===== src/pst_pkg.sv =====
package pst_pkg;

    localparam int DEF_CAPACITY = 64;
    localparam int MAX_CAPACITY = 64;
    localparam int CNT_W        = $clog2(MAX_CAPACITY + 1);
    localparam int SEQ_W        = $clog2(MAX_CAPACITY);
    localparam int FLD_W        = 32;

    typedef enum logic [1:0] {
        ST_IDLE,
        ST_SORT,
        ST_DRAIN
    } state_t;

    typedef enum logic [1:0] {
        OP_HOLD,
        OP_LOAD,
        OP_SORT,
        OP_DRAIN
    } cell_op_t;

    typedef enum logic {
        MODE_ISLAND_DIST = 1'b0,
        MODE_FIRST_SECOND = 1'b1
    } sort_mode_t;

    typedef struct packed {
        logic                    valid;
        logic [SEQ_W-1:0]        seq;
        logic [FLD_W-1:0]        first;
        logic [FLD_W-1:0]        second;
        logic [FLD_W-1:0]        island;
        logic signed [FLD_W-1:0] distance;
    } rec_t;

    typedef struct packed {
        cell_op_t   op;
        logic       parity;
        sort_mode_t mode;
        logic       last;
        logic       dropped;
    } ctrl_t;

    // true when a must be placed after b; sequence number breaks key ties
    function automatic logic rec_greater(rec_t a, rec_t b, sort_mode_t mode);
        logic result;
        result = 1'b0;
        if (mode == MODE_ISLAND_DIST) begin
            if (a.island != b.island)
                result = (a.island > b.island);
            else if (a.distance != b.distance)
                result = ($signed(a.distance) > $signed(b.distance));
            else
                result = (a.seq > b.seq);
        end else begin
            if (a.first != b.first)
                result = (a.first > b.first);
            else if (a.second != b.second)
                result = (a.second > b.second);
            else
                result = (a.seq > b.seq);
        end
        return result;
    endfunction

endpackage


===== src/pst_ctrl.sv =====
module pst_ctrl #(
    parameter int CAPACITY = pst_pkg::DEF_CAPACITY
) (
    input  logic                      clk,
    input  logic                      rst_n,
    input  logic                      start,
    input  logic                      end_of_set,
    input  logic                      sort_mode_we,
    input  logic                      sort_mode,
    output logic                      busy,
    output pst_pkg::ctrl_t            ctl,
    output logic [pst_pkg::SEQ_W-1:0] seq
);
    import pst_pkg::*;

    localparam logic [CNT_W-1:0] CAP_CNT = CNT_W'(CAPACITY);

    state_t           state_reg;
    state_t           state_next;
    logic [CNT_W-1:0] count_reg;
    logic [CNT_W-1:0] count_next;
    logic [CNT_W-1:0] phase_reg;
    logic [CNT_W-1:0] phase_next;
    logic             overflow_reg;
    logic             overflow_next;
    sort_mode_t       mode_reg;
    sort_mode_t       mode_next;
    sort_mode_t       drain_mode_reg;
    sort_mode_t       drain_mode_next;
    logic             accept;
    logic             has_room;

    assign busy     = (state_reg != ST_IDLE);
    assign accept   = start && !busy;
    assign has_room = (count_reg < CAP_CNT);
    assign seq      = count_reg[SEQ_W-1:0];

    always_comb
    begin
        state_next = state_reg;
        case (state_reg)
            ST_IDLE:
            begin
                if (accept && end_of_set)
                    state_next = ST_SORT;
            end
            ST_SORT:
            begin
                if (phase_reg + 1'b1 == count_reg)
                    state_next = ST_DRAIN;
            end
            ST_DRAIN:
            begin
                if (count_reg == CNT_W'(1))
                    state_next = ST_IDLE;
            end
            default:
                state_next = ST_IDLE;
        endcase
    end

    always_comb
    begin
        count_next      = count_reg;
        phase_next      = phase_reg;
        overflow_next   = overflow_reg;
        drain_mode_next = drain_mode_reg;
        mode_next       = sort_mode_we ? sort_mode_t'(sort_mode) : mode_reg;
        ctl.op          = OP_HOLD;
        ctl.parity      = phase_reg[0];
        ctl.mode        = drain_mode_reg;
        ctl.last        = (count_reg == CNT_W'(1));
        ctl.dropped     = overflow_reg;
        case (state_reg)
            ST_IDLE:
            begin
                if (accept)
                begin
                    if (has_room)
                    begin
                        ctl.op     = OP_LOAD;
                        count_next = count_reg + 1'b1;
                    end else
                        overflow_next = 1'b1;
                    if (end_of_set)
                    begin
                        phase_next      = '0;
                        drain_mode_next = mode_reg;
                    end
                end
            end
            ST_SORT:
            begin
                ctl.op     = OP_SORT;
                phase_next = phase_reg + 1'b1;
            end
            ST_DRAIN:
            begin
                ctl.op     = OP_DRAIN;
                count_next = count_reg - 1'b1;
                if (count_reg == CNT_W'(1))
                    overflow_next = 1'b0;
            end
            default:
                ctl.op = OP_HOLD;
        endcase
    end

    always_ff @(posedge clk or negedge rst_n)
    begin
        if (!rst_n)
        begin
            state_reg      <= ST_IDLE;
            count_reg      <= '0;
            phase_reg      <= '0;
            overflow_reg   <= 1'b0;
            mode_reg       <= MODE_ISLAND_DIST;
            drain_mode_reg <= MODE_ISLAND_DIST;
        end else
        begin
            state_reg      <= state_next;
            count_reg      <= count_next;
            phase_reg      <= phase_next;
            overflow_reg   <= overflow_next;
            mode_reg       <= mode_next;
            drain_mode_reg <= drain_mode_next;
        end
    end

    assert property (@(posedge clk) disable iff (!rst_n) count_reg <= CAP_CNT)
        else $error("held count above capacity");

    assert property (@(posedge clk) disable iff (!rst_n)
        (state_reg == ST_SORT || state_reg == ST_DRAIN) |-> count_reg != '0)
        else $error("sort or drain with empty store");

    assert property (@(posedge clk) disable iff (!rst_n)
        (state_reg == ST_DRAIN && count_reg == CNT_W'(1))
            |=> (state_reg == ST_IDLE && count_reg == '0 && !overflow_reg))
        else $error("drain did not empty the store");

endmodule

===== config.mk =====
export PLATFORM = sky130hd
export DESIGN_NAME = pst_ctrl
export DESIGN_NICKNAME = d
export VERILOG_FILES = /design/src/pst_pkg.sv /design/src/pst_ctrl.sv
export SDC_FILE = /design/constraint.sdc
export NUM_CORES = 1
export LEC_CHECK = 0
export ABC_AREA = 1
export BUFFER_PORTS_ARGS = -buffer_cell sky130_fd_sc_hd__buf_2
export CAP_MARGIN = 25
export CORE_ASPECT_RATIO = 0.7
export CORE_MARGIN = 2
export CORE_UTILIZATION = 51
export DETAILED_ROUTE_END_ITERATION = 16
export GPL_TIMING_DRIVEN = 0
export PLACE_DENSITY_LB_ADDON = 0.15
export SYNTH_ARGS = -nofsm -noshare
export SYNTH_HDL_FRONTEND = slang
export SYNTH_SLANG_ARGS = --single-unit

===== constraint.sdc =====
create_clock -name clk -period 1.6 [get_ports clk]
set_input_delay 0.48 -clock clk [delete_from_list [all_inputs] [get_ports clk]]
set_output_delay 0.48 -clock clk [all_outputs]
set_load 0.02 [all_outputs]

== Yosys cells after proc, flatten, opt, wreduce, memory -nomap -nowiden ==
Cells that the tools add are included.
W data, S select, Z words.

* Output and inout bits: 13
* Register bits: 19
* Bits of input ports: 6

* Multiplexer cells: 17
* Add/sub/neg operators: 3
* $lt $le $gt $ge: 1
* Equality and inequality tests: 11
* Reductions and logical operators: 12

{| class="wikitable"
|+ Operators with widths
! kind !! count
|-
| $mux W7 || 4
|-
| $pmux W7 S2 || 2
|-
| $add A7 B1 Y7 const B || 2
|-
| $ne A2 B2 Y1 const B || 7
|-
| $pmux W2 S3 || 2
|-
| $reduce_and A3 Y1 || 4
|-
| $eq A7 B1 Y1 const B || 1
|-
| $eq A7 B7 Y1 || 1
|-
| $lt A7 B7 Y1 const B || 1
|-
| $sub A7 B1 Y7 const B || 1
|-
| $mux W2 || 3
|-
| $reduce_bool A2 Y1 || 3
|-
| $mux W1 || 5
|-
| $reduce_and A4 Y1 || 1
|-
| $eq A2 B1 Y1 const B || 1
|-
| $eq A2 B2 Y1 const B || 1
|-
| $logic_and A1 B1 Y1 || 2
|-
| $logic_not A2 Y1 || 1
|-
| $pmux W1 S2 || 1
|-
| $logic_not A1 Y1 || 1
|}

== Logic depth before layout (Yosys ltp) ==
Gate-level depths: netlist (run 1).

* Word-level depth: 6
* Depth in mapped cells: 12

== Worst setup path after synthesis (run 1) ==
OpenSTA, ideal clock, no wires.

* Path type: reg2out
* From: reg state_reg[1]
* To: out ctl[4] (netlist bit)
* Data required time: 1.120 ns
* Stages on the path, launching flop included: 7
* Buffers on the path: 0
* Setup slack: -0.084 ns
* Arrival time: 1.204 ns
* Cells stage by stage: dfrtp_1 -> inv_1 -> ha_1 -> nand2_1 -> nor2_1 -> nand2_1 -> o21ai_0

{| class="wikitable"
|+ RTL lines
! what !! line !! source
|-
| from (decl) || pst_ctrl.sv:18 || <nowiki>state_t state_reg;</nowiki>
|-
| from (signal assigned) || pst_ctrl.sv:121 || <nowiki>state_reg <= state_next;</nowiki>
|-
| to (decl) || pst_ctrl.sv:11 || <nowiki>output pst_pkg::ctrl_t ctl,</nowiki>
|}

==> results.toml, run 1 <==
[cts]
clk_path_buf_depth = 2
cts.sinks = 19
cts_buffers = 3
cts_tree = "built"
insertion_delay_ps = 280
cts_root_buffer = "clkbuf_8"
cts-htree-levels = 1
clk_pin_slew_worst_paths_ps = 80

[synth]
syn_area_um2 = 1320
avgSynthCellArea_um2 = 7.33
synth_xor_xnor_area_share_pct = 4.64
synthesis.nets = 193
synth_compound_area_share_pct = 13.5
ys_seq_area_share_pct = 36.0
synthMuxAreaShare_pct = 0
ys.warnings.count = 0
synth_seq_cells = 19
synth_cell_type_count = 28
syn_inst = 180
yosys.area_share.simple_pct = 24.9
synth_top_family_by_area = "simple AND/OR/NAND/NOR gates"
synthAdderAreaFrac_pct = 6.64

[global_route]
grt_use_total_pct = 27.4
overflow = 0
grt_pass1_wl_mm = 5.92
antenna_found_initial = 0
grt_max_degree = 20
grt_pass1_vias = 1250

[pwr]
p_leak_nw = 0.938
power_density_nw_per_um2 = 2100
ir_drop_v = 0.00177

[floorplanning]
die_area_um2 = 3020
io_pins = 19
dieHeight_um = 46.6
rows = 15
die_x_um = 64.8
start_util_pct = 53.7
core_um2 = 2460

[worst_setup_path]
cp-start-kind = "flop"
cp.required_ps = 1120
timing_worst_setup_path_type = "flop to output pin"
critPathArrivalTime_ps = 1380
reg2reg_slack_ps = -180
endpoint_kind = "output pin"
crit_fanout = 2
r2r_end = "count_reg[5]"
rr_worst_depth = 11
timing.rr.start = "state_reg[0]"

[sta]
min_period_ps = 1860
drv_slew = 0
fin_crit_sh_pct = 116
slew_headroom_pct = 71.5
finClkSkew_ps = 2.20
setup_viol = 13
tightestPinTransition_ps = 428
fin_ws_ps = -257
fmax_mhz = 539
whs_ps = 130
rsz0062_at_grt = "true"
finalHoldViolCount = 0

[placed_design]
post_dp_cell_area_um2 = 1460
place_hpwl_mm = 2.21
routabilityCongestion = 0.873
io_buffers = 18

[layout]
nets = 239
drive_gt1_share_pct = 40.9
fin_util_pct = 76.7
postLayoutCellArea_um2 = 1890
area_delta_synth_final_pct = 42.9
num_antenna_cells = 0

[run_status]
violations = "negative setup slack"
outcome = "finished, violations left"

[detailed_routing]
drc_errors = 0
wl_mm = 4.37
vias = 1485
routedWlPerCell_um = 16.9
viasPerCell = 5.73
final_antenna_net_count = 0
drt_iter0_drc = 121
first_pass_iters = 5

[flow_run]
maxCapViolCount = 0

[hold_path]
hp-class = "input pin to asynchronous set/reset pin"
## stage by stage
step	setup slack (ps)	power, W	std cells	setup TNS [ps]
3_5_place_dp	-274	0.00252	232	-3040
4_1_cts	-188	0.00340	251	-532
2_1_floorplan	17.6	0.00211	180	0
6_report	-257	0.00396	259	-1750
5_1_grt	-285	0.00416	259	-2470
3_3_place_gp	-201	0.00248	232	-2500
## worst max path at each step
stage	from	to	slack, ps
after global placement	state_reg[0]	count_reg[2]	-200
after global routing	count_reg[1]	ctl[1]	-280
after detailed placement	state_reg[0]	count_reg[2]	-270
final	count_reg[1]	ctl[1]	-260
after CTS	state_reg[1]	ctl[4]	-190
after floorplan	state_reg[0]	count_reg[2]	20
## Yosys cell counts
cell type	instances	area (µm²)
nand4_2	1	12.5
nand3b_1	1	7.51
nor2_1	16	60.1
o22ai_1	3	18.8
xor2_1	6	52.6
xnor2_1	1	8.76
nor3_1	1	5.00
o31ai_1	1	7.51
a21boi_0	1	7.51
ha_1	7	87.6
nand2_1	40	150
inv_1	29	109
clkbuf_2	1	5.00
a21oi_2	1	8.76
nand3_1	15	75.1
o221ai_1	1	8.76
a21boi_1	1	7.51
o22ai_2	1	12.5
o21ai_1	2	10.0
nand4_1	1	6.26
buf_4	9	67.6
inv_2	2	7.51
nor2_2	1	6.26
o21ai_2	1	8.76
o21ai_0	16	80.1
and2_1	1	6.26
dfrtp_1	19	475
o21bai_1	1	7.51
## routing by layer
metal  global-route usage [%]  part of all wire [%]  vias up
met1                     34.5                    38      704
met4                     15.3                   4.9        0
li1                         -                     -      653
met3                     6.11                    10       25
met5                        0                     0        -
met2                     44.7                    47      103
## critical path: stages (launching register included)
cell and delay (ps):
dfrtp_2 430, inv_2 90, ha_4 130, inv_2 30
nor2_1 100, nand3_1 130, inv_2 90, buf_6 110
## cells by family after synthesis
group | after synthesis
AO/OA/AOI/OAI | 29
XOR/XNOR | 7
adder cells (fa/ha/maj) | 7
buffers and inverters | 41
flip-flops | 19
AND/OR/NAND/NOR | 77
## where the power goes
| part | internal (W) | leakage [nW] | switching (W) |
|---|---|---|---|
| sequential | 0.000657 | 0.243 | 0.000195 |
| clock | 0.000175 | 0.0255 | 0.000192 |
| combinational | 0.00121 | 0.670 | 0.00153 |
## final cells by class
type                            count  area, µm²
Buffer                             10       72.6
Clock buffer                        3       41.3
Clock inverter                      1       5.00
Fill cell                         154        572
Inverter                           31        126
Multi-Input combinational cell    120        806
Sequential cell                    19        478
Tap cell                           34       42.5
Timing Repair Buffer               41        315
## cell usage in the layout (no fill, tap or decap), types with 5 or more instances in the layout
cell and n:
nand2_1 37, buf_4 28, inv_1 21, dfrtp_1 17, nand3_1 14, buf_2 12, nor2_1 10, o21ai_0 10
buf_6 10, inv_2 8, xor2_1 6, nor2_4 5
## timing repair
item / 4_1_cts / 5_1_grt
endpoints found under the setup margin: 18 / 21
pin swaps: 7 / 7
buffers inserted: 15 / 8
hold buffers: 0 / 0
resized for setup: 36 / 28
No activity file was read; power rests on OpenSTA's default activity.
==> run 2, diff against run 1 <==
--- a/config.mk
+++ b/config.mk
@@ -13,6 +13,7 @@
 export CORE_UTILIZATION = 51
 export DETAILED_ROUTE_END_ITERATION = 16
 export GPL_TIMING_DRIVEN = 0
+export MAX_ROUTING_LAYER = met4
 export PLACE_DENSITY_LB_ADDON = 0.15
 export SYNTH_ARGS = -nofsm -noshare
 export SYNTH_HDL_FRONTEND = slang
==> run 2 against run 1 <==
The run still ends with negative setup slack left. Combinational power is essentially flat. Die area is the same. Total power shrank 0.62%. Count of clock-buffer cells in the layout is the same. Non-clock buffer count is the same. Final cell count is the same. First-iteration DRC count shrank 26%. Via count shrank 3.5%. Clock skew shrank 0.88 ps. Fmax grew 0.27%. Sequential cell count is the same.
==> results.toml, run 2 (synthesis gave the netlist of run 1 again) <==
[global_route]
grt_use_total_pct = 28.2
overflow = 0
grt_max_degree = 20
grt_pass1_vias = 1252
antenna_found_initial = 0
grt_pass1_wl_mm = 5.91

[floorplanning]
start_util_pct = 53.7
die_area_um2 = 3020
die_x_um = 64.8
core_um2 = 2460
io_pins = 19
dieHeight_um = 46.6
rows = 15

[detailed_routing]
drc_errors = 0
drt_iter0_drc = 90
wl_mm = 4.18
vias = 1433
final_antenna_net_count = 0
routedWlPerCell_um = 16.1
first_pass_iters = 4
viasPerCell = 5.53

[worst_setup_path]
critPathArrivalTime_ps = 1370
cp.required_ps = 1120
cp_slowest_stage_delay_ps = 410
timing_worst_setup_path_type = "flop to output pin"
slowest_stage = "dfrtp_1"
crit_path_cell_trace = "inv_2, ha_4, nand2_4, nor2_4, nand2_1, o21ai_2, buf_6"
endpoint_kind = "output pin"
cp-start-kind = "flop"
crit_fanout = 3

[cts]
cts_tree = "built"
clk_path_buf_depth = 2
cts-htree-levels = 1
cts_root_buffer = "clkbuf_8"
insertion_delay_ps = 280
clk_pin_slew_worst_paths_ps = 80
cts_buffers = 3
cts.sinks = 19

[sta]
tightestPinTransition_ps = 434
fmax_mhz = 540
rsz0062_at_grt = "true"
finClkSkew_ps = 1.32
finalHoldViolCount = 0
fin_ws_ps = -252
drv_slew = 0
fin_crit_sh_pct = 116
setup_tns_ps = -1900
slew_headroom_pct = 71.1
setup_viol = 12
min_period_ps = 1850

[layout]
layout_commonest_cell = "nand2_1"
postLayoutCellArea_um2 = 1890
fillers = 155
area_delta_synth_final_pct = 43.1
nets = 239
mostFrequentLayoutCells = "nand2_1 (37), buf_4 (28), inv_1 (21), dfrtp_1 (17), nand3_1 (14)"
drive_gt1_share_pct = 41.3
num_antenna_cells = 0
final_cells = 259

[pwr]
power_density_nw_per_um2 = 2080
p_leak_nw = 0.938
ir_drop_v = 0.00180

[hold_path]
hp-class = "input pin to asynchronous set/reset pin"

[placed_design]
post_dp_cell_area_um2 = 1460
dp_slack_ps = -274
dpl.cell_count = 232
routabilityCongestion = 0.887
place_hpwl_mm = 2.21
io_buffers = 18

[run_status]
outcome = "finished, violations left"
violations = "negative setup slack"

[flow_run]
maxCapViolCount = 0
[run 2: cell counts in the layout (fill, tap and decap cells not counted)]
No cell type changed its count.
[run 2: routing by layer]
metal | up-vias | wire, µm | GRT usage (%)
met4 | 0 | 174 | 15.3
met2 | 77 | 1980 | 44.9
met1 | 680 | 1690 | 34.1
met3 | 24 | 330 | 6.11
li1 | 652 | - | -
met5 | - | 0 | -
[run 2: what timing repair did]
| action | CTS | global route |
|---|---|---|
| pin swaps | 7 | 7 |
| buffers inserted | 15 | 8 |
| hold buffers | 0 | 0 |
| setup endpoints to repair | 18 | 21 |
| resized for setup | 36 | 29 |
[run 2: layout make-up]
cell class	instances	area, µm²	share of cell area, %
multi-input combinational	120	808	42.8
sequential	19	478	25.3
timing repair buffer	41	315	16.7
inverter	31	126	6.69
buffer	10	72.6	3.84
tap	34	42.5	2.25
clock buffer	3	41.3	2.19
clock inverter	1	5.00	0.265
[run 2: per-stage QoR]
step	utilization [%]	total power (W)	hold WS, ps
2_1_floorplan	-	0.00211	184
3_3_place_gp	59.4	0.00248	442
3_5_place_dp	59.4	0.00252	449
4_1_cts	70.4	0.00340	145
5_1_grt	76.8	0.00415	165
6_report	76.8	0.00393	134
[run 2: critical path, delay by kind of cell, from the launching register on]
kind / cells / cell delay (ps)
flip-flops: 1 / 410
buffers and inverters: 2 / 230
AND/OR/NAND/NOR: 3 / 200
adder cells (fa/ha/maj): 1 / 170
AO/OA/AOI/OAI: 1 / 70
[run 2: path summary, 6_finish.rpt]
check / from / depth (start not counted) / slack [ps] / end
worst max-delay path: state_reg[0] / 7 / -250 / ctl[4]
worst min-delay path: rst_n / 1 / 130 / phase_reg[1]
worst max register to register: state_reg[0] / 11 / -220 / count_reg[5]
worst min register to register: drain_mode_reg / 2 / 500 / drain_mode_reg
max in group asynchronous: rst_n / 1 / 1140 / count_reg[0]
min in group clk: sort_mode_we / 2 / 410 / mode_reg
[run 2: power breakdown]
group          leakage [nW]  switching (W)  internal, W
sequential            0.243       0.000198     0.000657
clock                0.0255       0.000190     0.000175
combinational         0.670        0.00150      0.00121
total                 0.938        0.00189      0.00204
==> run 3, diff against run 2 <==
--- a/config.mk
+++ b/config.mk
@@ -11,10 +11,12 @@
 export CORE_ASPECT_RATIO = 0.7
 export CORE_MARGIN = 2
 export CORE_UTILIZATION = 51
+export CTS_CLUSTER_DIAMETER = 200
 export DETAILED_ROUTE_END_ITERATION = 16
 export GPL_TIMING_DRIVEN = 0
 export MAX_ROUTING_LAYER = met4
 export PLACE_DENSITY_LB_ADDON = 0.15
+export SKIP_LAST_GASP = 1
 export SYNTH_ARGS = -nofsm -noshare
 export SYNTH_HDL_FRONTEND = slang
 export SYNTH_SLANG_ARGS = --single-unit
==> run 3 against run 2 <==
The run still ends with negative setup slack left. Fmax is 1.2% lower. Via count fell by 5.9%. Highest routed layer unchanged. Combinational power decreased by 8.1%.
==> results.toml, run 3 (synthesis gave the netlist of run 1 again) <==
[placed_design]
dp_slack_ps = -274
routabilityCongestion = 0.887
place_hpwl_mm = 2.21
io_buffers = 18

[detailed_routing]
viasPerCell = 5.33
final_antenna_net_count = 0
drc_errors = 0
drt_iter0_drc = 75
vias = 1348
wl_mm = 3.67
first_pass_iters = 4
routedWlPerCell_um = 14.5

[layout]
mostFrequentLayoutCells = "nand2_1 (38), buf_4 (24), inv_1 (22), dfrtp_1 (17), nand3_1 (14)"
num_antenna_cells = 0
layout_commonest_cell = "nand2_1"
drive_gt1_share_pct = 38.4
nets = 233
area_delta_synth_final_pct = 37.5

[cts]
clk_pin_slew_worst_paths_ps = 80
cts_hold_buf = 0
cts.sinks = 19
cts_tree = "built"
cts-htree-levels = 1
clk_path_buf_depth = 2
insertion_delay_ps = 270
cts_buffers = 3
cts_root_buffer = "clkbuf_8"

[sta]
fin_ws_ps = -275
fmax_mhz = 533
finalHoldViolCount = 0
min_period_ps = 1880
fin_crit_sh_pct = 117
finClkSkew_ps = 3.17
slew_headroom_pct = 71.7
setup_tns_ps = -1100
tightestPinTransition_ps = 425
rsz0062_at_grt = "true"
drv_slew = 0
setup_viol = 10

[pwr]
p_leak_nw = 0.902
ir_drop_v = 0.00156
power_density_nw_per_um2 = 2040

[worst_setup_path]
timing.rr.start = "state_reg[0]"
crit_fanout = 3
critPathLaunch = "state_reg[0]"
timing_worst_setup_path_type = "flop to output pin"
endpoint_kind = "output pin"
cp-start-kind = "flop"
cp.required_ps = 1120
critPathArrivalTime_ps = 1400

[global_route]
grt_pass1_wl_mm = 5.91
overflow = 0
grt_use_total_pct = 28.1
grt_max_degree = 20
antenna_found_initial = 0
grt_pass1_vias = 1223

[floorplanning]
die_area_um2 = 3020
rows = 15
dieHeight_um = 46.6
start_util_pct = 53.7
die_x_um = 64.8
core_um2 = 2460
io_pins = 19

[flow_run]
maxCapViolCount = 0

[run_status]
outcome = "finished, violations left"
violations = "negative setup slack"

[hold_path]
hp-class = "input pin to asynchronous set/reset pin"
==> run 3: cell types whose count changed in the layout (fill, tap and decap cells not counted), sizes merged <==
cell  previous run  this run
buf             50        44
==> run 3: path summary, 6_finish.rpt <==
check | to | slack, ps | cells past startpoint
min reg2reg | drain_mode_reg | 510 | 2
max | ctl[4] | -280 | 7
max in group asynchronous | count_reg[0] | 1150 | 1
min | phase_reg[0] | 130 | 1
max reg2reg | state_reg[0] | -120 | 12
min in group clk | mode_reg | 410 | 2
==> run 3: what timing repair did <==
action,in CTS,in global routing
buffers inserted,15,2
gates cloned,0,0
endpoints found under the setup margin,18,21
gates resized for setup,34,19
pin swaps,7,6
==> run 3: where the power goes <==
part | switching, W | internal (W)
Clock | 0.000187 | 0.000175
Combinational | 0.00140 | 0.00109
Sequential | 0.000191 | 0.000657
Total | 0.00178 | 0.00192
==> run 3: layout make-up <==
type	instances	area, µm²
multi-input cells	120	798
fillers	173	643
flip-flops and latches	19	478
repair buffers	35	256
inverters	31	121
plain buffers	10	72.6
well taps	34	42.5
clock buffers	3	41.3
clock inverters	1	5.00
==> run 3: routing by layer <==
layer  global-route usage [%]  vias up  share of wire (%)
li1                         -      646                  -
met1                     35.3      622                 42
met2                     42.7       69                 47
met3                     6.60       11                8.6
met4                     15.3        0                2.5
met5                        -        -                  0
==> run 3: worst max-delay path, stage by stage (launching register included) <==
cell and delay [ps]:
dfrtp_1 410, inv_2 100, ha_4 170, nand2_4 60
nor2_4 90, nand2_1 80, o21ai_2 70, buf_6 130
==> run 3: metrics by stage <==
| step | instances | utilization (%) | power, W | cell area, µm² | hold slack [ps] |
|---|---|---|---|---|---|
| finish | 253 | 73.8 | 0.00370 | 1820 | 131 |
| global route | 253 | 73.8 | 0.00393 | 1820 | 165 |
| CTS | 251 | 70.2 | 0.00338 | 1730 | 145 |
| detailed placement | 232 | 59.4 | 0.00252 | 1460 | 449 |
| global placement | 232 | 59.4 | 0.00248 | 1460 | 442 |
| floorplan | 180 | - | 0.00211 | 1330 | 184 |
