===== config.mk =====
export PLATFORM = sky130hd
export DESIGN_NAME = pst_cell
export DESIGN_NICKNAME = d
export VERILOG_FILES = /design/src/pst_pkg.sv /design/src/pst_cell.sv
export SDC_FILE = /design/constraint.sdc
export NUM_CORES = 1
export LEC_CHECK = 0
export ABC_AREA = 1
export BUFFER_PORTS_ARGS = -buffer_cell sky130_fd_sc_hd__buf_2
export CORE_AREA = 3 3 161 163
export CTS_CLUSTER_DIAMETER = 80
export CTS_CLUSTER_SIZE = 12
export DETAILED_ROUTE_END_ITERATION = 10
export DIE_AREA = 0 0 164 166
export PLACE_DENSITY = 0.56
export SLEW_MARGIN = 20
export SYNTH_ARGS = -nofsm -noshare
export SYNTH_HDL_FRONTEND = slang
export SYNTH_SLANG_ARGS = --single-unit

===== constraint.sdc =====
create_clock -name clk -period 0.8 [get_ports clk]
set_input_delay 0.04 -clock clk [delete_from_list [all_inputs] [get_ports clk]]
set_output_delay 0.04 -clock clk [all_outputs]
set_load 0.05 [all_outputs]

===== src/pst_pkg.sv =====
package pst_pkg;

    localparam int DEF_CAPACITY = 64;
    localparam int MAX_CAPACITY = 64;
    localparam int CNT_W        = $clog2(MAX_CAPACITY + 1);
    localparam int SEQ_W        = $clog2(MAX_CAPACITY);
    localparam int FLD_W        = 32;

    typedef enum logic [1:0] {
        ST_IDLE,
        ST_SORT,
        ST_DRAIN
    } state_t;

    typedef enum logic [1:0] {
        OP_HOLD,
        OP_LOAD,
        OP_SORT,
        OP_DRAIN
    } cell_op_t;

    typedef enum logic {
        MODE_ISLAND_DIST = 1'b0,
        MODE_FIRST_SECOND = 1'b1
    } sort_mode_t;

    typedef struct packed {
        logic                    valid;
        logic [SEQ_W-1:0]        seq;
        logic [FLD_W-1:0]        first;
        logic [FLD_W-1:0]        second;
        logic [FLD_W-1:0]        island;
        logic signed [FLD_W-1:0] distance;
    } rec_t;

    typedef struct packed {
        cell_op_t   op;
        logic       parity;
        sort_mode_t mode;
        logic       last;
        logic       dropped;
    } ctrl_t;

    // true when a must be placed after b; sequence number breaks key ties
    function automatic logic rec_greater(rec_t a, rec_t b, sort_mode_t mode);
        logic result;
        result = 1'b0;
        if (mode == MODE_ISLAND_DIST) begin
            if (a.island != b.island)
                result = (a.island > b.island);
            else if (a.distance != b.distance)
                result = ($signed(a.distance) > $signed(b.distance));
            else
                result = (a.seq > b.seq);
        end else begin
            if (a.first != b.first)
                result = (a.first > b.first);
            else if (a.second != b.second)
                result = (a.second > b.second);
            else
                result = (a.seq > b.seq);
        end
        return result;
    endfunction

endpackage


===== src/pst_cell.sv =====
module pst_cell (
    input  logic          clk,
    input  logic          rst_n,
    input  pst_pkg::ctrl_t ctl,
    input  logic          swap_up,
    input  logic          swap_dn,
    input  pst_pkg::rec_t lower_rec,
    input  pst_pkg::rec_t upper_rec,
    output pst_pkg::rec_t rec
);
    import pst_pkg::*;

    logic valid_reg;
    logic valid_next;
    rec_t data_reg;
    rec_t data_next;

    always_comb
    begin
        data_next  = data_reg;
        valid_next = valid_reg;
        case (ctl.op)
            OP_LOAD:
            begin
                data_next  = lower_rec;
                valid_next = lower_rec.valid;
            end
            OP_SORT:
            begin
                if (swap_up)
                begin
                    data_next  = upper_rec;
                    valid_next = upper_rec.valid;
                end else if (swap_dn)
                begin
                    data_next  = lower_rec;
                    valid_next = lower_rec.valid;
                end
            end
            OP_DRAIN:
            begin
                data_next  = upper_rec;
                valid_next = upper_rec.valid;
            end
            default:
            begin
                data_next  = data_reg;
                valid_next = valid_reg;
            end
        endcase
    end

    always_ff @(posedge clk or negedge rst_n)
    begin
        if (!rst_n)
            valid_reg <= 1'b0;
        else
            valid_reg <= valid_next;
    end

    always_ff @(posedge clk)
    begin
        data_reg <= data_next;
    end

    always_comb
    begin
        rec       = data_reg;
        rec.valid = valid_reg;
    end

endmodule


* Word level (Yosys, flattened, before mapping)
Cells that the tools add are included.
Storage, ports and cells: output and inout port bits 135, register bits 135, memory bits (writable) 0, bits in read-only memories 0, bits in latches 0, word-level logic and storage cells 18, memories kept 0, input bits 280
Operators by class: $lt $le $gt $ge 0, bitwise logic cells 0, multiply operators 0, shift operators 0, add/subtract/negate cells 0, divide/modulo/power cells 0, equality and inequality tests 4, reduce and logical (&&, ||, !) cells 2, muxes and demuxes 6
Operators with widths (number):
- $pmux 134 s3 | 1
- $mux 134 | 2
- $eq 2x2->1 const B | 2
- $ne 3x3->1 const B | 1
- $pmux 1 s3 | 1
- $reduce_bool 3->1 | 1
- $eq 2x1->1 const B | 1
- $mux 1 | 2
- $reduce_and 2->1 | 1

* Longest topological paths before layout
Gate-level depths: netlist (run 1).
depth after elaboration 3, depth in mapped cells 7, mapped depth without buffers 7

* Worst setup path after synthesis (run 1)
Ideal clock, no wire load.
path type input-to-reg, start in swap_up, end reg data_reg, in the netlist rec[0], enable pin, stages 2, path slack -3.814 ns, data required time -0.696 ns, path buffers 0, arrival 3.118 ns, setup time 1.496 ns, cell sequence nand2_1 -> nand3_1
On the way: word-level cells in the longest chain between the ends 2
Ends and longest elaborated chain:
- start: declaration | line pst_cell.sv:5 | input logic swap_up,
- $ne 3x3->1 (no line)
- $reduce_and 2->1 (no line)
- end signal: assignment | line pst_cell.sv:63 | data_reg <= data_next;
- end: declaration | line pst_cell.sv:15 | rec_t data_reg;
No other way between the ends. A chain may end at the register's enable or synchronous reset.

* Worst setup path in the final report (run 1)
start reg data_reg, in the netlist rec[67], end out rec[67] in the netlist's numbering
RTL lines:
- end: declaration | line pst_cell.sv:9 | output pst_pkg::rec_t rec
No word-level cell between the ends.

==> results by stage, run 1 <==
Drt:
- The number of optimization iterations in the first detailed-route pass is 4.
- For this run, design rule violations remaining after detail routing come to 0.
- The via count of the routed design is 7,068.
- The first routing iteration left 305 violations.
- After detailed routing, the total wire length is 26,700 um.
- The count of nets left with antenna violations once routing finished came out at 0.
- The final routed wire length divided by cell count is 15.7 um.
- In the routed layout, each cell is associated on average with a via count of approximately 4.2.

Placed design:
- The total of buffers placed on input and output ports is 410.
- The post-place instance area is 9500 sq um.
- The congestion estimate from routability-driven global placement came to approximately 0.82.
- After detailed placement, the design holds a cell count of around 1,400.
- The HPWL after detailed placement is 16,500 um.
- At the placement stage, the worst setup path has a slack of -486 ps.

Cells and area:
- The share of post-route cells with drive strength above 1 is 47.4%.
- The top cell types in the final layout, fill and taps aside, are sky130_fd_sc_hd__buf_2, sky130_fd_sc_hd__dlygate4sd3_1, sky130_fd_sc_hd__inv_1.
- The final standard cell area without fillers is 14,000 sq um.
- The filler cell count in the final layout is 1,949.
- The non-filler instance count after layout is approximately 1,700.
- The layout-stage area growth over the synthesis result is 128%.
- The most common cell after layout, fill and taps aside is sky130_fd_sc_hd__buf_2.
- At the end of the flow, the number of nets in the layout was 1,640.
- The number of flip-flops under the largest register name is approximately 130.
- The post-layout utilization of the core is 57.1%.

Worst setup path:
- Measured in cells, the most critical reg-to-reg path has a length of 2.
- The kind of critical path is flip-flop to output port.
- The peak fanout along the critical path is 1.
- The dominant delay contributor by cell family on the critical path is flip-flops.
- STA classifies the critical path endpoint as an output port.
- Traced cell by cell, the critical path runs through buf_6.
- The critical path arrival is 1040 ps.
- The number of buffers and inverters on the critical path is 1.
- Across all register-to-register paths, the minimum setup slack is about 160 ps.
- On the critical path, the stage with the largest delay is an instance of sky130_fd_sc_hd__edfxtp_1.
- The critical path launch point is rec[67]$_DFFE_PP_.
- In this run the critical register-to-register path is captured at valid_reg$_DFFE_PN0P_.
- The largest incremental delay on the critical path is 450 ps.
- The startpoint identified for the worst register-to-register timing path is valid_reg$_DFFE_PN0P_.
- Data on the critical path is required at its endpoint by 760 ps.
- STA classifies the critical path startpoint as a flip-flop.

Synth:
- The number of warning messages in the yosys log is 0.
- The share of synthesized area in the top cell type comes to ~66%.
- Yosys mapped the design onto 15 distinct sky130hd cell types.
- The number of synthesized register bits is approximately 140.
- Summing every instance area after synthesis gives 6120 sq um.
- The number of nets in the synthesized netlist is approximately 900.
- Averaged over all synthesized cells, the footprint is 9.86 sq um.
- Summing the sequential cell areas from Yosys gives 66.1% of the chip area.
- In the post-synthesis netlist, the biggest area contributors are sky130_fd_sc_hd__edfxtp_1, sky130_fd_sc_hd__inv_1, sky130_fd_sc_hd__a21oi_1, sky130_fd_sc_hd__nor2_1, sky130_fd_sc_hd__nand2_1.
- The number of instances in the synthesized netlist is 621.
- The most area-hungry cell type in the Yosys netlist is sky130_fd_sc_hd__edfxtp_1.

Global route:
- The pin count of the biggest net entering global routing is 26.
- The number of global-route vias before repair came to 7,590.
- The first-pass GRT wire length is 39,200 um.
- After global routing the overflow that remains totals 0.
- Global routing used between 10% and 20% of the available tracks.
- The number of antenna violations at the first check in global routing came to 2.

Clock tree:
- For the worst-skew pair, the clock arrives at the later sink with an insertion delay of around 410 ps.
- The library cell used as clock root buffer is sky130_fd_sc_hd__clkbuf_16.
- After clock tree synthesis, the clock-pin slew on the worst setup and hold paths is 50 ps.
- The tree built by TritonCTS fans out to 135 sinks.
- The maximum count of clock buffers along a single path is 2.
- Clock tree synthesis inserted a total of 17 buffers.
- The clock tree from TritonCTS is built.
- The maximum level of the CTS H-tree is 4.

Floorplan:
- The effective utilization at floorplan is between 20% and 30%.
- From left edge to right edge, the die measures 164 um.
- The die covers 27,200 sq um.
- The core region is around 24,000 sq um.
- The number of standard-cell rows in the floorplan is 57.
- The die span in y is 166 um.
- 415 I/O pins were placed.

STA:
- At the pin with the least slew margin, the transition time is between 150 and 200 ps.
- Setup slack on the critical path of the routed design comes to -283 ps.
- Headroom to the max-slew limit came out at 88.2%.
- The number of hold violations in the final report is 0.
- The final critical path takes up 135% of the cycle.
- Timing would allow up to 923 MHz.
- The final hold slack is between 20 and 30 ps.
- Setup repair after global routing could not meet its margin everywhere.
- Summed over all failing endpoints, the final setup total negative slack is -27,590 ps.
- The count of final max-slew check failures is 0.
- The worst setup skew after layout is 0 ps.
- For the finished layout, the period the worst path requires is approximately 1100 ps.
- The setup-violating endpoint count in the final report is 137.

Worst hold path:
- The worst hold path class is input pin to flip-flop.
- The path with the worst hold slack has its endpoint at rec[21]$_DFFE_PP_.
- In this run the most critical hold path is launched from upper_rec[21].
- The number of stages on the worst hold path is 5.

Power and ir drop:
- For this design the ratio of total power to cell area is 1940 nW/um^2.
- IR analysis of the VDD net gives a maximum drop of 1.49 mV.
- The reported leakage power is 6.59 nW.
- The total power is ~27 mW.

Run status:
- The final reports fail on negative setup slack.
- The flow ran to the end, but the final reports show violations.

Job:
- The number of max-cap violations is 0.
-- cells in the mapped netlist (all sizes together) --
cell / number
nand3: 3
clkbuf: 2
edfxtp: 134
nor2: 101
nand2: 43
dfrtp: 1
nand4: 1
buf: 28
inv: 173
o21ai: 34
a21oi: 101
-- worst max path at each step --
stage | to | slack (ps) | cells past startpoint
6_report | rec[67] | -280 | 1
5_1_grt | rec[67] | -330 | 1
4_1_cts | rec[67] | -330 | 1
3_5_place_dp | rec[8]$_DFFE_PP_ | -490 | 6
3_3_place_gp | rec[14]$_DFFE_PP_ | -460 | 6
2_1_floorplan | rec[0]$_DFFE_PP_ | -940 | 2
-- power breakdown --
part	leakage (nW)	internal, mW	switching [mW]
Combinational	4.94	4.01	5.43
Sequential	1.36	8.91	0.475
Clock	0.291	5.24	3.06
-- cells by family after synthesis --
kind of cell,Yosys count,synth area share [%]
and+or+nand+nor,148,9.17
DFF,135,66.1
AOI/OAI and AO/OA,135,11.2
buffers and inverters,203,13.5
-- per-layer routing --
metal | up-vias | GRT usage, % | wire (um)
li1 | 3447 | - | -
met1 | 3217 | 19.1 | 9570
met2 | 322 | 34.2 | 14200
met3 | 82 | 4.86 | 1790
met4 | 0 | 9.30 | 1190
met5 | - | 0 | 0
-- tightest hold or removal path, stage by stage --
cell,delay [ps]
sky130_fd_sc_hd__buf_2,80
sky130_fd_sc_hd__inv_1,30
sky130_fd_sc_hd__nand2_1,50
sky130_fd_sc_hd__o21ai_1,70
sky130_fd_sc_hd__inv_1,50
-- timing repair --
action                                 CTS  global route
endpoints found under the hold margin  135             0
setup endpoints to repair              191           162
hold buffers                           266             0
gates resized for setup                276            27
cloned                                   3             6
pin swaps                                1             0
buffers inserted                         1             0
-- area by class of cell --
| class | instances | area, sq um | share of cell area, % |
|---|---|---|---|
| well taps | 324 | 405 | 2.90 |
| inverters | 173 | 662 | 4.74 |
| flip-flops and latches | 135 | 4050 | 29.0 |
| clock inverters | 12 | 179 | 1.28 |
| diodes | 3 | 7.51 | 0.0537 |
| multi-input cells | 283 | 1730 | 12.4 |
| repair buffers | 750 | 6500 | 46.5 |
| clock buffers | 20 | 437 | 3.13 |
Note: power is estimated with default switching activity, not from simulation.
==> run 2: changes to the inputs <==
--- a/config.mk
+++ b/config.mk
@@ -7,12 +7,14 @@
 export LEC_CHECK = 0
 export ABC_AREA = 1
 export BUFFER_PORTS_ARGS = -buffer_cell sky130_fd_sc_hd__buf_2
-export CORE_AREA = 3 3 161 163
+export CELL_PAD_IN_SITES_DETAIL_PLACEMENT = 0
+export CELL_PAD_IN_SITES_GLOBAL_PLACEMENT = 1
+export CORE_AREA = 3 3 159 161
 export CTS_CLUSTER_DIAMETER = 80
 export CTS_CLUSTER_SIZE = 12
 export DETAILED_ROUTE_END_ITERATION = 10
-export DIE_AREA = 0 0 164 166
-export PLACE_DENSITY = 0.56
+export DIE_AREA = 0 0 162 164
+export PLACE_DENSITY = 0.75
 export SLEW_MARGIN = 20
 export SYNTH_ARGS = -nofsm -noshare
 export SYNTH_HDL_FRONTEND = slang
==> run 2 against run 1 <==
Sequential power is essentially flat. Die area shrank 2.4%. Utilization rose by 1.1 points. Maximum frequency fell by 1.6%. Register-to-register slack about the same. First-iteration DRC count rose by 0.98%. Count of clock-buffer cells in the layout down 2. Combinational power grew 0.8%. Critical path depth unchanged. The run still ends with negative setup slack left. Final area is 0.48% higher. Global-route usage rose by 0.39 points. Sequential cell count stayed put.
==> results by stage, run 2 (synthesis gave the netlist of run 1 again) <==
Cells and area:
- The top cell types in the final layout, fill and taps aside, are sky130_fd_sc_hd__buf_2, sky130_fd_sc_hd__dlygate4sd3_1, sky130_fd_sc_hd__inv_1.
- The post-route netlist has 47.4% of its cells at a drive strength greater than 1.
- The number of flip-flops under the largest register name is 134.
- For this run, the number of standard cells in the final layout without fillers is about 1,700.
- Compared with the post-synthesis result, the final layout area differs by 129%.
- The final layout contains 1,630 nets.
- The most common cell after layout, fill and taps aside is sky130_fd_sc_hd__buf_2.
- After routing the design area is 14,000 sq um.

STA:
- Static timing analysis puts the maximum clock frequency at around 910 MHz.
- The worst-case headroom to the max-slew limit is 88.0%.
- Setup total negative slack on the finished layout was measured at -27,260 ps.
- At the pin with the least slew margin, the transition time is approximately 180 ps.
- Of the available clock period, the critical path in the final layout requires 138%.
- The setup-violating endpoint count in the final report is 136.
- The count of final max-slew check failures is 0.
- The number of hold violations in the final report is 0.
- Setup repair after global routing could not meet its margin everywhere.
- The routed design could run at a clock period as short as approximately 1100 ps.
- Across all setup checks in the final design, the least slack found is -301 ps.
- The worst setup skew after layout is 0 ps.

Worst setup path:
- The sum of buffers and inverters on the critical path is 1.
- Traced cell by cell, the critical path runs through buf_6.
- The category of the worst setup path launch point is a flip-flop.
- For this design, the slowest cell found on the critical path is sky130_fd_sc_hd__edfxtp_1.
- The critical path arrival is 1060 ps.
- The dominant delay contributor by cell family on the critical path is flip-flops.
- The largest incremental delay on the critical path is between 400 and 500 ps.
- STA classifies the critical path endpoint as an output port.
- By startpoint and endpoint, the worst setup path is classified as flip-flop to output port.
- The data required time of the critical path is 760 ps.
- In this run the worst path has a maximum fanout of 1.

Global route:
- In the global route stage, met3 resource usage came out at 6.03%.
- The number of antenna violations at the first check in global routing is 0.
- The pin count of the biggest net entering global routing is 30.
- For met2 alone, demand over resource in global routing was a little over a third.
- The total overflow left after global routing is 0.
- The most heavily used metal layer in global routing is met2.
- The first global-routing pass estimated 39,500 um of wire.
- For this run, global-route usage on met1 was measured as 19.5%.
- The number of global-route vias before repair is 7,809.
- Global routing consumed, over all layers together, 18.9% of the routing resources.

Power and ir drop:
- The reported leakage power is 6.60 nW.
- The cell area power density is 1920 nW/um^2.
- The maximum VDD drop is 1.21 mV.

Clock tree:
- The library cell used as clock root buffer is sky130_fd_sc_hd__clkbuf_16.
- Buffers inserted during clock tree synthesis total 17.
- No sink is reached through more buffers than the 2 on the longest clock path.
- The TritonCTS sink count is 135.
- The latest clock arrival within the worst-skew pair is 410 ps.
- The H-tree generated during clock tree synthesis spans 4 levels.
- The post-CTS clock slew at the launch and capture registers of the worst setup and hold paths is around 60 ps.
- The clock tree from TritonCTS is built.

Job:
- The number of max-cap violations is 0.

Drt:
- For this block, the routed nets add up to 26,600 um of wire.
- After detailed routing, the number of remaining DRC violations is 0.
- Once detail routing completed, the nets flagged for antenna violations numbered 0.
- The number of optimization iterations in the first detailed-route pass is 5.
- The via count of the routed design is approximately 7,100.
- The first routing iteration left approximately 310 violations.
- The via-per-instance ratio is 4.20.
- After detailed routing, the average wire length per cell comes to 15.8 um.

Floorplan:
- The initial utilization of the core area, before any placement, comes to roughly a quarter.
- The die covers ~27,000 sq um.
- Row generation in the floorplan step produced 57 rows.
- 415 I/O pins were placed.
- The region available for standard cell placement spans 24,100 sq um.
- The die span in y is 164 um.
- The die width is approximately 160 um.

Placed design:
- The total placed cells including tap cells is 1,376.
- Routability-driven placement finished with a final weighted congestion of 0.790.
- Before CTS, the worst setup slack after placement is -486 ps.
- The total of buffers placed on input and output ports is 410.
- The HPWL after detailed placement is 16,300 um.
- Once placement finished, the instance area stood at 9410 sq um.

Worst hold path:
- The worst hold path class is input pin to flip-flop.

Run status:
- The flow ran to the end, but the final reports show violations.
- The checks that failed: negative setup slack.
[run 2: layout make-up]
type,count,area [sq um]
antenna,1,2.50
clock buffer,18,429
clock inverter,14,173
fill,1899,10100
inverter,173,664
multi-input combinational,283,1740
sequential,135,4050
tap,324,405
timing repair buffer,740,6570
[run 2: final timing paths]
check | from | end | slack (ps) | cells after the start
hold / removal | upper_rec[45] | rec[45]$_DFFE_PP_ | 5 | 5
max in group asynchronous | rst_n | valid_reg$_DFFE_PN0P_ | 260 | 3
setup reg to reg | valid_reg$_DFFE_PN0P_ | valid_reg$_DFFE_PN0P_ | 150 | 2
min in group asynchronous | rst_n | valid_reg$_DFFE_PN0P_ | 440 | 3
hold reg to reg | valid_reg$_DFFE_PN0P_ | valid_reg$_DFFE_PN0P_ | 570 | 2
setup / recovery | rec[126]$_DFFE_PP_ | rec[126] | -300 | 1
[run 2: stage by stage]
stage                     hold WS (ps)  power [mW]  utilization (%)
after CTS                        0.137        26.9             56.9
after global placement            -184        16.1             39.0
after detailed placement          -185        16.2             39.0
final                             5.04        26.9             58.2
after floorplan                   -256        14.0                -
after global routing             0.304        28.0             58.2
[run 2: power by group]
group,switching (mW),internal (mW)
combinational,5.46,4.06
sequential,0.464,8.91
clock,3.12,4.93
[run 2: per-layer routing]
metal  vias to the layer above  wire, um
li1                       3424         -
met2                       304     14300
met1                      3291      9440
met5                         -         0
met3                        65      1930
met4                         0       967
[run 2: what timing repair did]
| item | 4_1_cts | 5_1_grt |
|---|---|---|
| hold buffers | 265 | 0 |
| endpoints found under the setup margin | 160 | 234 |
| cloned | 4 | 6 |
| pin swaps | 1 | 2 |
| gates resized for setup | 291 | 37 |
| endpoints found under the hold margin | 136 | 0 |
| setup buffers | 1 | 4 |
==> run 3: changes to the inputs <==
--- a/config.mk
+++ b/config.mk
@@ -15,6 +15,7 @@
 export DETAILED_ROUTE_END_ITERATION = 10
 export DIE_AREA = 0 0 162 164
 export PLACE_DENSITY = 0.75
+export RECOVER_POWER = 100
 export SLEW_MARGIN = 20
 export SYNTH_ARGS = -nofsm -noshare
 export SYNTH_HDL_FRONTEND = slang
==> run 3 against run 2 <==
The flow still finishes with violations (negative setup slack). Wire length hardly changed. Sequential cell count stayed put. Final area is 0.78% lower. Sequential share of layout area increased by 0.23 points. Hold slack better by 1.9 ps. Highest routed layer unchanged. Count of clock-buffer cells in the layout unchanged. Global-route usage stayed put. Clock power is essentially flat. Maximum frequency barely moved.
==> results by stage, run 3 (synthesis gave the netlist of run 1 again) <==
Drt:
- After detailed routing, the wire length on met1 is roughly 9500 um.
- In the routed design, unresolved DRC markers number 0.
- The top metal layer carrying routed signals is met4.
- The count of routing violations after the opening detailed-route iteration is 326.
- Wires add up to 26,600 um.
- The routed wire length on met3 is 1900 um.
- The via-per-instance ratio is ~4.2.
- For this block, the via count after detailed routing is ~7,100.
- Detailed routing placed a total of around 14,000 um of wire on met2.
- Dividing the detail-routed wire length by the instance count gives 15.8 um.
- Before antenna repair, the detailed router went through 5 iterations.
- The remaining antenna violation count after routing is 0.

Floorplan:
- The number of placed I/O pins is around 420.
- The die is 164 um tall.
- The initial utilization of the core area, before any placement, comes to 25.4%.
- The die width is 162 um.
- The area of the die is 26,600 sq um.
- Row generation in the floorplan step produced 57 rows.
- The area of the core is 24,100 sq um.

Placed design:
- During placement, the flow inserted port buffers numbering 410.
- The post-place instance area is 9410 sq um.
- Once detailed placement completed, the half-perimeter wirelength came to 16,300 um.
- The congestion estimate from routability-driven global placement came to 0.790.
- The setup slack after placement is -486 ps.

Power and ir drop:
- For this design the static power due to leakage is 6.56 nW.
- The worst-case IR drop observed on VDD is 1.20 mV.
- The cell area power density is 1930 nW/um^2.

Worst setup path:
- In this run the number of cells on the critical path is 1.
- STA classifies the critical path startpoint as a flip-flop.
- The dominant delay contributor by cell family on the critical path is flip-flops.
- The signal on the critical path passes through buf_6.
- The startpoint of the most critical register-to-register path is valid_reg$_DFFE_PN0P_.
- Along the worst path, the maximum fanout reaches 1.
- The data required time of the critical path is 760 ps.
- For flop-to-flop paths, the worst setup slack is 150 ps.
- The sum of buffers and inverters on the critical path is 1.
- The largest incremental delay on the critical path is 460 ps.
- The number of cells on the worst reg-to-reg path is 2.
- For this design, the slowest cell found on the critical path is sky130_fd_sc_hd__edfxtp_1.
- The kind of end point of the critical path is an output port.
- The critical path arrival is 1060 ps.
- The critical path capture point is rec[126].
- In this run the worst setup path begins at rec[126]$_DFFE_PP_.
- The setup path with the least slack is of type flip-flop to output port.
- The worst register-to-register path ends at valid_reg$_DFFE_PN0P_.

Cells and area:
- The post-layout utilization of the core is 57.8%.
- The register with the most flip-flops in the layout has 134 of them.
- The library cell used most frequently in the layout, excluding fill and tap cells, is sky130_fd_sc_hd__buf_2.
- The finished cells cover 13,900 sq um.
- The register cell area after layout is 4050 sq um.
- The number of nets in the final layout is 1,630.
- Summing all multi-input logic gate instances after layout gives 1710 sq um.
- The layout has 1,922 filler cells.
- From synthesis to final layout, the design area changed by 127%.
- The share of post-route cells with drive strength above 1 is 47.2%.
- The library cells used most frequently in the layout, excluding fill and tap cells, are sky130_fd_sc_hd__buf_2, sky130_fd_sc_hd__dlygate4sd3_1, sky130_fd_sc_hd__inv_1.

Global route:
- Global routing used between 10% and 20% of the available tracks.
- The number of antenna violations at the first check in global routing is 0.
- The number of global-route vias before repair is 7,809.
- The pin count of the biggest net entering global routing is 30.
- The first global-routing pass estimated 39,500 um of wire.
- The leftover overflow at the end of global routing is 0.

Clock tree:
- The number of clock buffers inserted by TritonCTS is 17.
- The clock tree from TritonCTS is built.
- The post-CTS clock slew at the launch and capture registers of the worst setup and hold paths is approximately 60 ps.
- CTS placed an instance of sky130_fd_sc_hd__clkbuf_16 at the clock tree root.
- In this run the deepest clock path goes through 2 buffers.
- The H-tree was split into 4 levels.
- The tree built by TritonCTS fans out to 135 sinks.
- Clock latency on the worst-skew pair, taken at its later pin, is between 400 and 500 ps.

STA:
- Setup repair after global routing could not meet its margin everywhere.
- For the pin with the worst max-slew slack, the measured transition is 444 ps.
- Adding up every negative setup slack in the final design gives -47,320 ps.
- The worst path uses 138% of the clock period.
- The number of hold violations in the final report is 0.
- The worst setup skew after layout is 0 ps.
- The worst-case headroom to the max-slew limit is 70.4%.
- The peak clock frequency supported by timing is roughly 910 MHz.
- The setup-violating endpoint count in the final report is slightly below 400.
- The setup slack of the critical path after layout is -301 ps.
- The final critical-path required period is about 1100 ps.
- Hold is met by 6.94 ps.
- The count of final max-slew check failures came to 0.

Run status:
- The flow ran to the end, but the final reports show violations.
- The checks that failed: negative setup slack.

Job:
- The number of max-cap violations is 0.

Worst hold path:
- The start point of the worst hold path is upper_rec[45].
- The min-delay analysis places its worst path in the category input pin to flip-flop.
[run 3: changes by cell type in the layout (fill, tap and decap cells not counted), moves of 3 or more]
cell,previous run,this run
sky130_fd_sc_hd__clkbuf_2,0,3
sky130_fd_sc_hd__buf_12,20,13
sky130_fd_sc_hd__buf_4,27,24
sky130_fd_sc_hd__buf_6,141,144
[run 3: layer usage]
| layer | vias to the layer above | GRT usage [%] |
|---|---|---|
| li1 | 3422 | - |
| met3 | 63 | 6.03 |
| met4 | 0 | 8.57 |
| met2 | 292 | 35.1 |
| met1 | 3292 | 19.5 |
| met5 | - | 0 |
[run 3: area by class of cell]
| cell class | instances | area share (%) |
|---|---|---|
| repair buffers | 740 | 46.6 |
| clock inverters | 14 | 1.24 |
| flip-flops and latches | 135 | 29.1 |
| multi-input cells | 283 | 12.3 |
| inverters | 173 | 4.77 |
| diodes | 1 | 0.0180 |
| well taps | 324 | 2.91 |
| clock buffers | 18 | 3.08 |
[run 3: what timing repair did]
action / 4_1_cts / 5_1_grt
gates cloned: 4 / 6
buffers inserted: 1 / 4
setup endpoints to repair: 160 / 234
resized for setup: 291 / 37
pin swaps: 1 / 2
endpoints found under the hold margin: 136 / 0
hold buffers: 265 / 0
[run 3: worst min path at each step]
stage | cells past startpoint | endpoint | slack, ps
floorplan | 0 | valid_reg$_DFFE_PN0P_ | -260
global placement | 1 | valid_reg$_DFFE_PN0P_ | -180
detailed placement | 1 | valid_reg$_DFFE_PN0P_ | -180
CTS | 3 | rec[91]$_DFFE_PP_ | 0.1
global route | 3 | rec[133]$_DFFE_PP_ | 0.3
finish | 5 | rec[45]$_DFFE_PP_ | 7
[run 3: worst register-to-register path, delay by kind of cell (launching register included)]
family	cells	cell delay [ps]
flip-flops	1	400
AND/OR/NAND/NOR	2	150
[run 3: per-stage QoR]
stage / std cells / total power [mW]
detailed placement: 1376 / 16.2
floorplan: 621 / 14.0
CTS: 1678 / 26.9
global route: 1687 / 27.9
global placement: 1376 / 16.1
finish: 1688 / 26.9
[run 3: where the power goes]
part           internal (mW)  switching (mW)
registers               8.91           0.464
clock network           4.93            3.12
logic                   4.00            5.44
total                   17.8            9.02
